===== config.mk =====
export PLATFORM = sky130hd
export DESIGN_NAME = marching_tetrahedra_voxel_core_flat
export DESIGN_NICKNAME = d
export VERILOG_FILES = /design/src/mtv_pkg.sv /design/src/mtv_if.sv /design/src/marching_tetrahedra_voxel_core.sv /design/src/mtv_front.sv /design/src/mtv_queue.sv /design/src/mtv_back.sv /design/src/flat_wrapper.sv
export SDC_FILE = /design/constraint.sdc
export NUM_CORES = 1
export LEC_CHECK = 0
export ABC_AREA = 1
export BUFFER_PORTS_ARGS = -buffer_cell sky130_fd_sc_hd__buf_2
export CORE_MARGIN = 3
export CORE_UTILIZATION = 50
export DETAILED_ROUTE_END_ITERATION = 7
export PLACE_DENSITY_LB_ADDON = 0.3
export REMOVE_ABC_BUFFERS = 1
export SYNTH_ARGS = -nofsm -noshare
export SYNTH_HDL_FRONTEND = slang
export SYNTH_SLANG_ARGS = --single-unit

===== constraint.sdc =====
create_clock -name clk -period 5.7 [get_ports clk]
set_input_delay 0.855 -clock clk [delete_from_list [all_inputs] [get_ports clk]]
set_output_delay 0.855 -clock clk [all_outputs]
set_load 0.01 [all_outputs]

===== src/mtv_pkg.sv =====
// shared types, constants and lookup functions for the marching tetrahedra voxel core
// no dependencies, compiled first
package mtv_pkg;

	localparam int unsigned COORD_W  = 10;
	localparam int unsigned NUM_TETS = 6;
	localparam int unsigned QDEPTH   = 4;
	localparam int unsigned QAW      = $clog2(QDEPTH);
	localparam int unsigned QCW      = $clog2(QDEPTH + 1);

	localparam logic [1:0] LAST_SLOT = 2'd2;

	typedef logic [COORD_W-1:0] coord_t;
	typedef logic [3:0]         case_idx_t;
	typedef logic [2:0]         corner_t;
	typedef logic [2:0]         tet_idx_t;

	// one classified voxel waiting for the back end
	typedef struct packed {
		logic [NUM_TETS-1:0][3:0] cases;
		logic [NUM_TETS-1:0]      active;
		coord_t                   x;
		coord_t                   y;
		coord_t                   z;
	} mtv_entry_t;

	// corners around the 0-7 diagonal
	function automatic corner_t ring_corner(input logic [2:0] i);
		corner_t c;
		unique case (i)
			3'd0:    c = 3'd6;
			3'd1:    c = 3'd4;
			3'd2:    c = 3'd5;
			3'd3:    c = 3'd1;
			3'd4:    c = 3'd3;
			3'd5:    c = 3'd2;
			default: c = 3'd6;
		endcase
		return c;
	endfunction

	function automatic corner_t tet_corner(input tet_idx_t t, input logic [1:0] j);
		corner_t c;
		unique case (j)
			2'd0:    c = 3'd0;
			2'd1:    c = 3'd7;
			2'd2:    c = ring_corner(t);
			default: c = ring_corner(3'(t + 3'd1));
		endcase
		return c;
	endfunction

	function automatic logic [1:0] case_tris(input case_idx_t idx);
		logic [1:0] n;
		unique case (idx)
			4'd0, 4'd15:                          n = 2'd0;
			4'd1, 4'd2, 4'd4, 4'd7, 4'd8, 4'd11,
			4'd13, 4'd14:                         n = 2'd1;
			default:                              n = 2'd2;
		endcase
		return n;
	endfunction

	// six nibbles {a, b}, triangle 0 vertex 0 in the top nibble
	function automatic logic [23:0] case_edges(input case_idx_t idx);
		logic [23:0] e;
		unique case (idx)
			4'd1:    e = 24'h213000;
			4'd2:    e = 24'h674000;
			4'd3:    e = 24'h673326;
			4'd4:    e = 24'h8B9000;
			4'd5:    e = 24'h3B9913;
			4'd6:    e = 24'h8B4B74;
			4'd7:    e = 24'hB73000;
			4'd8:    e = 24'hCDE000;
			4'd9:    e = 24'hE21DE1;
			4'd10:   e = 24'h6ECC46;
			4'd11:   e = 24'h6E2000;
			4'd12:   e = 24'hCD998C;
			4'd13:   e = 24'hD91000;
			4'd14:   e = 24'hC48000;
			default: e = 24'h000000;
		endcase
		return e;
	endfunction

endpackage


===== src/mtv_if.sv =====
// valid/ready channels for voxels in and edge vertices out
// depends on mtv_pkg
interface mtv_voxel_if;
	logic            valid;
	logic            ready;
	logic [7:0]      inside_mask;
	mtv_pkg::coord_t voxel_x;
	mtv_pkg::coord_t voxel_y;
	mtv_pkg::coord_t voxel_z;

	modport source (output valid, inside_mask, voxel_x, voxel_y, voxel_z, input ready);
	modport sink (input valid, inside_mask, voxel_x, voxel_y, voxel_z, output ready);
endinterface

interface mtv_vertex_if;
	logic            valid;
	logic            ready;
	logic [2:0]      corner_from;
	logic [2:0]      corner_to;
	logic [2:0]      tet_number;
	logic            tri_in_tet;
	logic [1:0]      vertex_slot;
	mtv_pkg::coord_t out_x;
	mtv_pkg::coord_t out_y;
	mtv_pkg::coord_t out_z;
	logic            last;

	modport source (output valid, corner_from, corner_to, tet_number, tri_in_tet,
		vertex_slot, out_x, out_y, out_z, last, input ready);
	modport sink (input valid, corner_from, corner_to, tet_number, tri_in_tet,
		vertex_slot, out_x, out_y, out_z, last, output ready);
endinterface


===== src/marching_tetrahedra_voxel_core.sv =====
// Marching tetrahedra voxel core: voxel corner masks in, crossing-edge vertices out.
// Channel voxel takes inside_mask and voxel_x/y/z; channel vertex gives one edge
// vertex per transfer (corner pair, tetrahedron, triangle, slot, coordinates, last).
// A voxel is accepted whenever the 4-entry queue has room; the front end looks up
// the six tetrahedron cases in the cycle of the transfer and drops uniform voxels.
// The back end sends one vertex per cycle from the head of the queue while vertex is
// not stalled, so a voxel occupies it for three vertices per triangle (up to 12
// triangles, 36 vertices); that walk sets the sustained rate.
// A transferred voxel is written into the queue; the back end then loads its first
// vertex into the output register, where it is held until vertex.ready.
// A stall on vertex holds the output register; the back end waits, the queue fills,
// and only then is voxel.ready dropped.
// Reset (arst_n low) empties the queue and the output register; no clearing pass.
// depends on mtv_pkg, mtv_if, mtv_front, mtv_queue, mtv_back
module marching_tetrahedra_voxel_core (
	input  logic          clk,
	input  logic          arst_n,
	mtv_voxel_if.sink     voxel,
	mtv_vertex_if.source  vertex
);

	mtv_pkg::mtv_entry_t wr_entry;
	mtv_pkg::mtv_entry_t head;
	logic                push;
	logic                pop;
	logic                full;
	logic                head_valid;

	mtv_front u_front (
		.voxel (voxel),
		.full  (full),
		.push  (push),
		.entry (wr_entry)
	);

	mtv_queue u_queue (
		.clk        (clk),
		.arst_n     (arst_n),
		.push       (push),
		.wr_entry   (wr_entry),
		.pop        (pop),
		.full       (full),
		.head_valid (head_valid),
		.head       (head)
	);

	mtv_back u_back (
		.clk        (clk),
		.arst_n     (arst_n),
		.head_valid (head_valid),
		.head       (head),
		.pop        (pop),
		.vertex     (vertex)
	);

endmodule


===== src/mtv_front.sv =====
// front end: accepts voxels and looks up the case of each tetrahedron
// depends on mtv_pkg and mtv_if
module mtv_front (
	mtv_voxel_if.sink          voxel,
	input  logic               full,
	output logic               push,
	output mtv_pkg::mtv_entry_t entry
);

	always_comb begin
		entry   = '0;
		entry.x = voxel.voxel_x;
		entry.y = voxel.voxel_y;
		entry.z = voxel.voxel_z;
		for (int t = 0; t < mtv_pkg::NUM_TETS; t++) begin
			for (int j = 0; j < 4; j++) begin
				entry.cases[t][j] = voxel.inside_mask[mtv_pkg::tet_corner(3'(t), 2'(j))];
			end
			entry.active[t] = mtv_pkg::case_tris(entry.cases[t]) != 2'd0;
		end
	end

	assign voxel.ready = !full;
	// uniform voxels are dropped here
	assign push = voxel.valid && !full && (|entry.active);

endmodule


===== src/mtv_queue.sv =====
// short queue of classified voxels between front and back end
// depends on mtv_pkg
module mtv_queue (
	input  logic                clk,
	input  logic                arst_n,
	input  logic                push,
	input  mtv_pkg::mtv_entry_t wr_entry,
	input  logic                pop,
	output logic                full,
	output logic                head_valid,
	output mtv_pkg::mtv_entry_t head
);

	mtv_pkg::mtv_entry_t          mem_q [mtv_pkg::QDEPTH];
	logic [mtv_pkg::QAW-1:0]      wr_ptr_q;
	logic [mtv_pkg::QAW-1:0]      rd_ptr_q;
	logic [mtv_pkg::QCW-1:0]      count_q;
	logic                         do_pop;

	assign full       = count_q == mtv_pkg::QCW'(mtv_pkg::QDEPTH);
	assign head_valid = count_q != '0;
	assign head       = mem_q[rd_ptr_q];
	assign do_pop     = pop && head_valid;

	always_ff @(posedge clk) begin
		if (push) begin
			mem_q[wr_ptr_q] <= wr_entry;
		end
	end

	always_ff @(posedge clk or negedge arst_n) begin
		if (!arst_n) begin
			wr_ptr_q <= '0;
			rd_ptr_q <= '0;
			count_q  <= '0;
		end else begin
			if (push) begin
				wr_ptr_q <= wr_ptr_q + 1'b1;
			end
			if (do_pop) begin
				rd_ptr_q <= rd_ptr_q + 1'b1;
			end
			unique case ({push, do_pop})
				2'b10:   count_q <= count_q + 1'b1;
				2'b01:   count_q <= count_q - 1'b1;
				default: count_q <= count_q;
			endcase
		end
	end

endmodule


===== src/mtv_back.sv =====
// back end: walks tetrahedra, triangles and vertices of the head voxel, one vertex a cycle
// while vertex is not stalled; depends on mtv_pkg and mtv_if
module mtv_back (
	input  logic                clk,
	input  logic                arst_n,
	input  logic                head_valid,
	input  mtv_pkg::mtv_entry_t head,
	output logic                pop,
	mtv_vertex_if.source        vertex
);

	logic                  started_q;
	mtv_pkg::tet_idx_t     tet_q;
	logic                  tri_q;
	logic [1:0]            vert_q;

	logic                  out_valid_q;
	mtv_pkg::corner_t      from_q;
	mtv_pkg::corner_t      to_q;
	mtv_pkg::tet_idx_t     tet_out_q;
	logic                  tri_out_q;
	logic [1:0]            slot_q;
	mtv_pkg::coord_t       x_q;
	mtv_pkg::coord_t       y_q;
	mtv_pkg::coord_t       z_q;
	logic                  last_q;

	mtv_pkg::tet_idx_t     first_tet;
	mtv_pkg::tet_idx_t     cur_tet;
	mtv_pkg::tet_idx_t     nxt_tet;
	logic                  nxt_found;
	mtv_pkg::case_idx_t    cur_case;
	logic [1:0]            tris;
	logic [23:0]           edges;
	logic [2:0]            sel;
	logic [3:0]            nib;
	logic                  tri_last;
	logic                  last_n;
	logic                  emit;

	always_comb begin
		first_tet = '0;
		for (int t = mtv_pkg::NUM_TETS - 1; t >= 0; t--) begin
			if (head.active[t]) begin
				first_tet = 3'(t);
			end
		end
		cur_tet  = started_q ? tet_q : first_tet;
		cur_case = '0;
		for (int t = 0; t < mtv_pkg::NUM_TETS; t++) begin
			if (cur_tet == 3'(t)) begin
				cur_case = head.cases[t];
			end
		end
		nxt_found = 1'b0;
		nxt_tet   = '0;
		for (int t = mtv_pkg::NUM_TETS - 1; t >= 0; t--) begin
			if (head.active[t] && 3'(t) > cur_tet) begin
				nxt_found = 1'b1;
				nxt_tet   = 3'(t);
			end
		end
	end

	assign tris     = mtv_pkg::case_tris(cur_case);
	assign edges    = mtv_pkg::case_edges(cur_case);
	assign sel      = tri_q ? 3'(3'd3 + {1'b0, vert_q}) : {1'b0, vert_q};
	assign nib      = edges[5'(3'd5 - sel) * 5'd4 +: 4];
	assign tri_last = (tris == 2'd2) ? tri_q : 1'b1;
	assign last_n   = (vert_q == mtv_pkg::LAST_SLOT) && tri_last && !nxt_found;
	assign emit     = head_valid && (!out_valid_q || vertex.ready);
	assign pop      = emit && last_n;

	always_ff @(posedge clk or negedge arst_n) begin
		if (!arst_n) begin
			started_q   <= 1'b0;
			tet_q       <= '0;
			tri_q       <= 1'b0;
			vert_q      <= '0;
			out_valid_q <= 1'b0;
		end else begin
			if (emit) begin
				out_valid_q <= 1'b1;
				priority if (vert_q != mtv_pkg::LAST_SLOT) begin
					started_q <= 1'b1;
					tet_q     <= cur_tet;
					vert_q    <= vert_q + 1'b1;
				end else if (!tri_last) begin
					started_q <= 1'b1;
					tet_q     <= cur_tet;
					tri_q     <= 1'b1;
					vert_q    <= '0;
				end else if (nxt_found) begin
					started_q <= 1'b1;
					tet_q     <= nxt_tet;
					tri_q     <= 1'b0;
					vert_q    <= '0;
				end else begin
					started_q <= 1'b0;
					tri_q     <= 1'b0;
					vert_q    <= '0;
				end
			end else if (vertex.ready) begin
				out_valid_q <= 1'b0;
			end
		end
	end

	always_ff @(posedge clk) begin
		if (emit) begin
			from_q    <= mtv_pkg::tet_corner(cur_tet, nib[3:2]);
			to_q      <= mtv_pkg::tet_corner(cur_tet, nib[1:0]);
			tet_out_q <= cur_tet;
			tri_out_q <= tri_q;
			slot_q    <= vert_q;
			x_q       <= head.x;
			y_q       <= head.y;
			z_q       <= head.z;
			last_q    <= last_n;
		end
	end

	assign vertex.valid       = out_valid_q;
	assign vertex.corner_from = from_q;
	assign vertex.corner_to   = to_q;
	assign vertex.tet_number  = tet_out_q;
	assign vertex.tri_in_tet  = tri_out_q;
	assign vertex.vertex_slot = slot_q;
	assign vertex.out_x       = x_q;
	assign vertex.out_y       = y_q;
	assign vertex.out_z       = z_q;
	assign vertex.last        = last_q;

`ifndef SYNTHESIS
	a_mid_voxel_head: assert property (@(posedge clk) disable iff (!arst_n)
		started_q |-> head_valid)
		else $error("head voxel lost in the middle of its walk");
	a_walk_range: assert property (@(posedge clk) disable iff (!arst_n)
		started_q |-> (tet_q <= 3'd5 && vert_q != 2'd3))
		else $error("walk counters out of range");
	a_continue: assert property (@(posedge clk) disable iff (!arst_n)
		(emit && !last_n) |=> (started_q && out_valid_q))
		else $error("walk stopped before the last vertex");
`endif

endmodule

===== src/flat_wrapper.sv =====
// flat-port wrapper written by rule: the top's interface ports become plain ports
module marching_tetrahedra_voxel_core_flat 
  (clk, arst_n, voxel_valid, voxel_inside_mask, voxel_voxel_x, voxel_voxel_y, voxel_voxel_z, voxel_ready, vertex_valid, vertex_corner_from, vertex_corner_to, vertex_tet_number, vertex_tri_in_tet, vertex_vertex_slot, vertex_out_x, vertex_out_y, vertex_out_z, vertex_last, vertex_ready);
  mtv_voxel_if voxel_i ();
  mtv_vertex_if vertex_i ();
  input  logic clk;
  input  logic arst_n;
  input wire logic [$bits(voxel_i.valid)-1:0] voxel_valid;
  input wire logic [$bits(voxel_i.inside_mask)-1:0] voxel_inside_mask;
  input wire logic [$bits(voxel_i.voxel_x)-1:0] voxel_voxel_x;
  input wire logic [$bits(voxel_i.voxel_y)-1:0] voxel_voxel_y;
  input wire logic [$bits(voxel_i.voxel_z)-1:0] voxel_voxel_z;
  output wire logic [$bits(voxel_i.ready)-1:0] voxel_ready;
  output wire logic [$bits(vertex_i.valid)-1:0] vertex_valid;
  output wire logic [$bits(vertex_i.corner_from)-1:0] vertex_corner_from;
  output wire logic [$bits(vertex_i.corner_to)-1:0] vertex_corner_to;
  output wire logic [$bits(vertex_i.tet_number)-1:0] vertex_tet_number;
  output wire logic [$bits(vertex_i.tri_in_tet)-1:0] vertex_tri_in_tet;
  output wire logic [$bits(vertex_i.vertex_slot)-1:0] vertex_vertex_slot;
  output wire logic [$bits(vertex_i.out_x)-1:0] vertex_out_x;
  output wire logic [$bits(vertex_i.out_y)-1:0] vertex_out_y;
  output wire logic [$bits(vertex_i.out_z)-1:0] vertex_out_z;
  output wire logic [$bits(vertex_i.last)-1:0] vertex_last;
  input wire logic [$bits(vertex_i.ready)-1:0] vertex_ready;
  assign voxel_i.valid = voxel_valid;
  assign voxel_i.inside_mask = voxel_inside_mask;
  assign voxel_i.voxel_x = voxel_voxel_x;
  assign voxel_i.voxel_y = voxel_voxel_y;
  assign voxel_i.voxel_z = voxel_voxel_z;
  assign voxel_ready = voxel_i.ready;
  assign vertex_valid = vertex_i.valid;
  assign vertex_corner_from = vertex_i.corner_from;
  assign vertex_corner_to = vertex_i.corner_to;
  assign vertex_tet_number = vertex_i.tet_number;
  assign vertex_tri_in_tet = vertex_i.tri_in_tet;
  assign vertex_vertex_slot = vertex_i.vertex_slot;
  assign vertex_out_x = vertex_i.out_x;
  assign vertex_out_y = vertex_i.out_y;
  assign vertex_out_z = vertex_i.out_z;
  assign vertex_last = vertex_i.last;
  assign vertex_i.ready = vertex_ready;
  marching_tetrahedra_voxel_core u_core (.clk(clk), .arst_n(arst_n), .voxel(voxel_i), .vertex(vertex_i));
endmodule

==> impl_metrics.toml <==
[outcome]
status = "completed"

[finish]
instances_no_fill = 1276
nNetsFinal = 1048
final_cell_mix = "edfxtp_1 (219), nand2_1 (149), nor2_1 (97)"
final_common_cell = "edfxtp_1"
drive_above_1_share_pct = 21.00
synthToLayoutAreaGrowth_pct = 14.09

[clocking]
cts_tree = "yes"
path_clk_slew_ns = 0.06
cts.sinks = 234
cts_root_buf = "clkbuf_16"
htree_levels = 1
cts_resized = 0
hold_buffers = 0
postCtsSetupRepairBufs = 0
cts_made_buffers = 25
clock_latency_ns = 0.53
clockBufferDepth = 3

[synthesis]
synth_area_um2 = 10430
synth_cells = 893
syn_area_per_cell_um2 = 11.68
netlist.area_leader.share_pct = 63.04
synth.distinct_cells = 49
ys_seq_area_share_pct = 66.64
synth-seq-cells = 234
ys_warn_count = 0
yosysTopAreaCell = "edfxtp_1"
synth_area_leaders = "edfxtp_1 (63%), nand2_1 (5.4%), o21ai_0 (4.1%), nor2_1 (3.6%), dfrtp_1 (3.6%)"

[critical_path]
crit_path_max_fanout = 48
r2r_slack_ns = 1.41
cp-start-kind = "flop"
worstReg2RegEnd = "u_core.u_queue.count_q[2]"
startpoint = "u_core.u_queue.rd_ptr_q[0]"
reg2reg_depth = 25
reg2reg_from = "u_core.u_queue.rd_ptr_q[0]"
criticalPathCategory = "flop to flop"
arrival_ns = 4.69
endpoint_kind = "flop"
critPathRequiredTime_ns = 6.10

[timing]
fin_crit_sh_pct = 75.25
min_period_ns = 4.289
hold_violations = 0
setup_tns_ns = 0
fin_ws_ns = 1.411
rsz0062_at_grt = "no"
setup_viol = 0
tightest_slew_ns = 0.7859
finalClockSkew_ns = 0.01786
fmax_mhz = 233.1
max_slew_margin_pct = 47.61
whs_ns = 0.2322
slew_viol_final = 0

[floorplanning]
die_h_um = 150.4
num_rows = 52
die-area_um2 = 22630
core_um2 = 20360
dieWidth_um = 150.4
boundaryPins = 87
start_util_pct = 51.22

[power_and_ir_drop]
total_power_mw = 7.942
leakage_nw = 4.633
ir_drop_uv = 321.4
power.density_nw_per_um2 = 667.3

[placed_design]
portBuffers = 86
place_inst = 1230
post-dp-hpwl_um = 13100
place_ws_ns = 1.437
place_congestion = 0.9590

[routing]
wl_per_cell_um = 16.79
drt_pass1_iterations = 5
route.detailed.drc = 0
vias = 6896
wl_um = 21420
viasPerCell = 5.404
drt_iter0_drc = 494
ant_nets = 0

[global_routing]
grt-ovfl-total = 0
grt_pass1_vias = 6713
grt_pass1_wl_um = 34730
antenna_found_initial = 4
grtUsageTotal_pct = 19.46
grt_max_degree = 52

[min_path]
min_path_type = "primary input to async pin"

[flow_run]
cap_viol_max_count = 0
## how the worst max path moves through the flow
stage	to	cells past startpoint
CTS	u_core.u_queue.count_q[2]	25
global placement	u_core.u_queue.count_q[2]	25
detailed placement	u_core.u_queue.count_q[2]	25
finish	u_core.u_queue.count_q[2]	25
floorplan	u_core.u_queue.count_q[2]	26
global route	u_core.u_queue.count_q[2]	25
## sequential cells by signal, indices dropped and copies added, names as in the netlist, 2 cells and up
register,count
u_core.u_back.vertex.out_x,10
u_core.u_back.vertex.corner_from,3
u_core.u_back.tet_q,3
u_core.u_back.vertex.out_z,10
u_core.u_back.vert_q,2
u_core.u_queue.mem_q,176
u_core.u_queue.count_q,3
u_core.u_queue.wr_ptr_q,2
u_core.u_back.vertex.out_y,10
u_core.u_back.vertex.vertex_slot,2
u_core.u_back.vertex.corner_to,3
u_core.u_queue.rd_ptr_q,2
u_core.u_back.vertex.tet_number,3
## metrics by stage
| step | util, % | instance area, um2 |
|---|---|---|
| after floorplan | - | 10250 |
| after global placement | 54.81 | 11160 |
| after detailed placement | 54.81 | 11160 |
| after CTS | 58.43 | 11900 |
| after global routing | 58.44 | 11900 |
| final | 58.44 | 11900 |
## cell usage after synthesis, drive strengths merged
cell	count
o21a	1
o211ai	1
o22ai	34
or2	5
o21ai	89
nand3b	1
or4	1
and2	1
inv	67
nand2	175
ha	18
clkbuf	18
nor3	2
fa	1
a31oi	2
a32o	2
o311ai	1
a21boi	1
buf	14
nand3	70
o31ai	1
nor2	115
dfrtp	15
xor2	2
edfxtp	219
a32oi	1
clkinv	3
xnor2	2
a21oi	19
and3	1
nand4	10
a22oi	1
## layout make-up
cell class,count,area [um2]
fill,1631,8463
timing repair buffer,99,528.0
antenna,1,2.502
clock inverter,18,103.9
sequential,234,6953
multi-input combinational,557,3078
clock buffer,27,633.1
tap,270,337.8
inverter,70,265.3
## per-layer routing
metal / vias up / global-route usage, % / wire length, um / share of wire [%]
li1: 3336 / - / - / -
met1: 3295 / 25.53 / 8913 / 42
met2: 214 / 33.12 / 10650 / 50
met3: 45 / 3.492 / 1330 / 6.2
met4: 6 / 6.176 / 476 / 2.2
met5: - / 0 / 46 / 0.21
## cells by family (layout without fill, tap and decap cells)
logic type / after synthesis / after routing / share of synthesized area, %
and+or+nand+nor: 381 / 381 / 17.82
DFF: 234 / 234 / 66.64
other: 0 / 1 / 0
adders and majority gates: 19 / 19 / 2.351
AOI/OAI and AO/OA: 153 / 153 / 8.564
buffers and inverters: 102 / 214 / 4.282
xor gates and xnor gates: 4 / 4 / 0.3359
## report_power, final
| part | internal (mW) | leakage (nW) | switching [mW] | total, mW |
|---|---|---|---|---|
| Sequential | 2.50 | 2.21 | 0.131 | 2.63 |
| Clock | 0.806 | 0.371 | 0.639 | 1.45 |
| Combinational | 1.19 | 2.06 | 2.67 | 3.86 |
## critical path: stages, from the launching register on
cell,delay [ns]
dfrtp_2,0.41
buf_4,0.43
nand2_1,0.09
nand3_1,0.10
nand2_1,0.10
nand2_1,0.17
nand2_1,0.07
nand2_1,0.15
nand2_1,0.10
nand2_1,0.20
inv_1,0.18
ha_1,0.38
inv_1,0.11
nand3_1,0.11
nand3_2,0.10
nand2_2,0.09
nor2_4,0.05
nand2_4,0.08
nand3_4,0.11
nor2_4,0.12
ha_1,0.14
inv_1,0.06
fa_1,0.38
a21oi_1,0.14
o21ai_0,0.11
xor2_1,0.15
(Power assumes the default switching activity.)
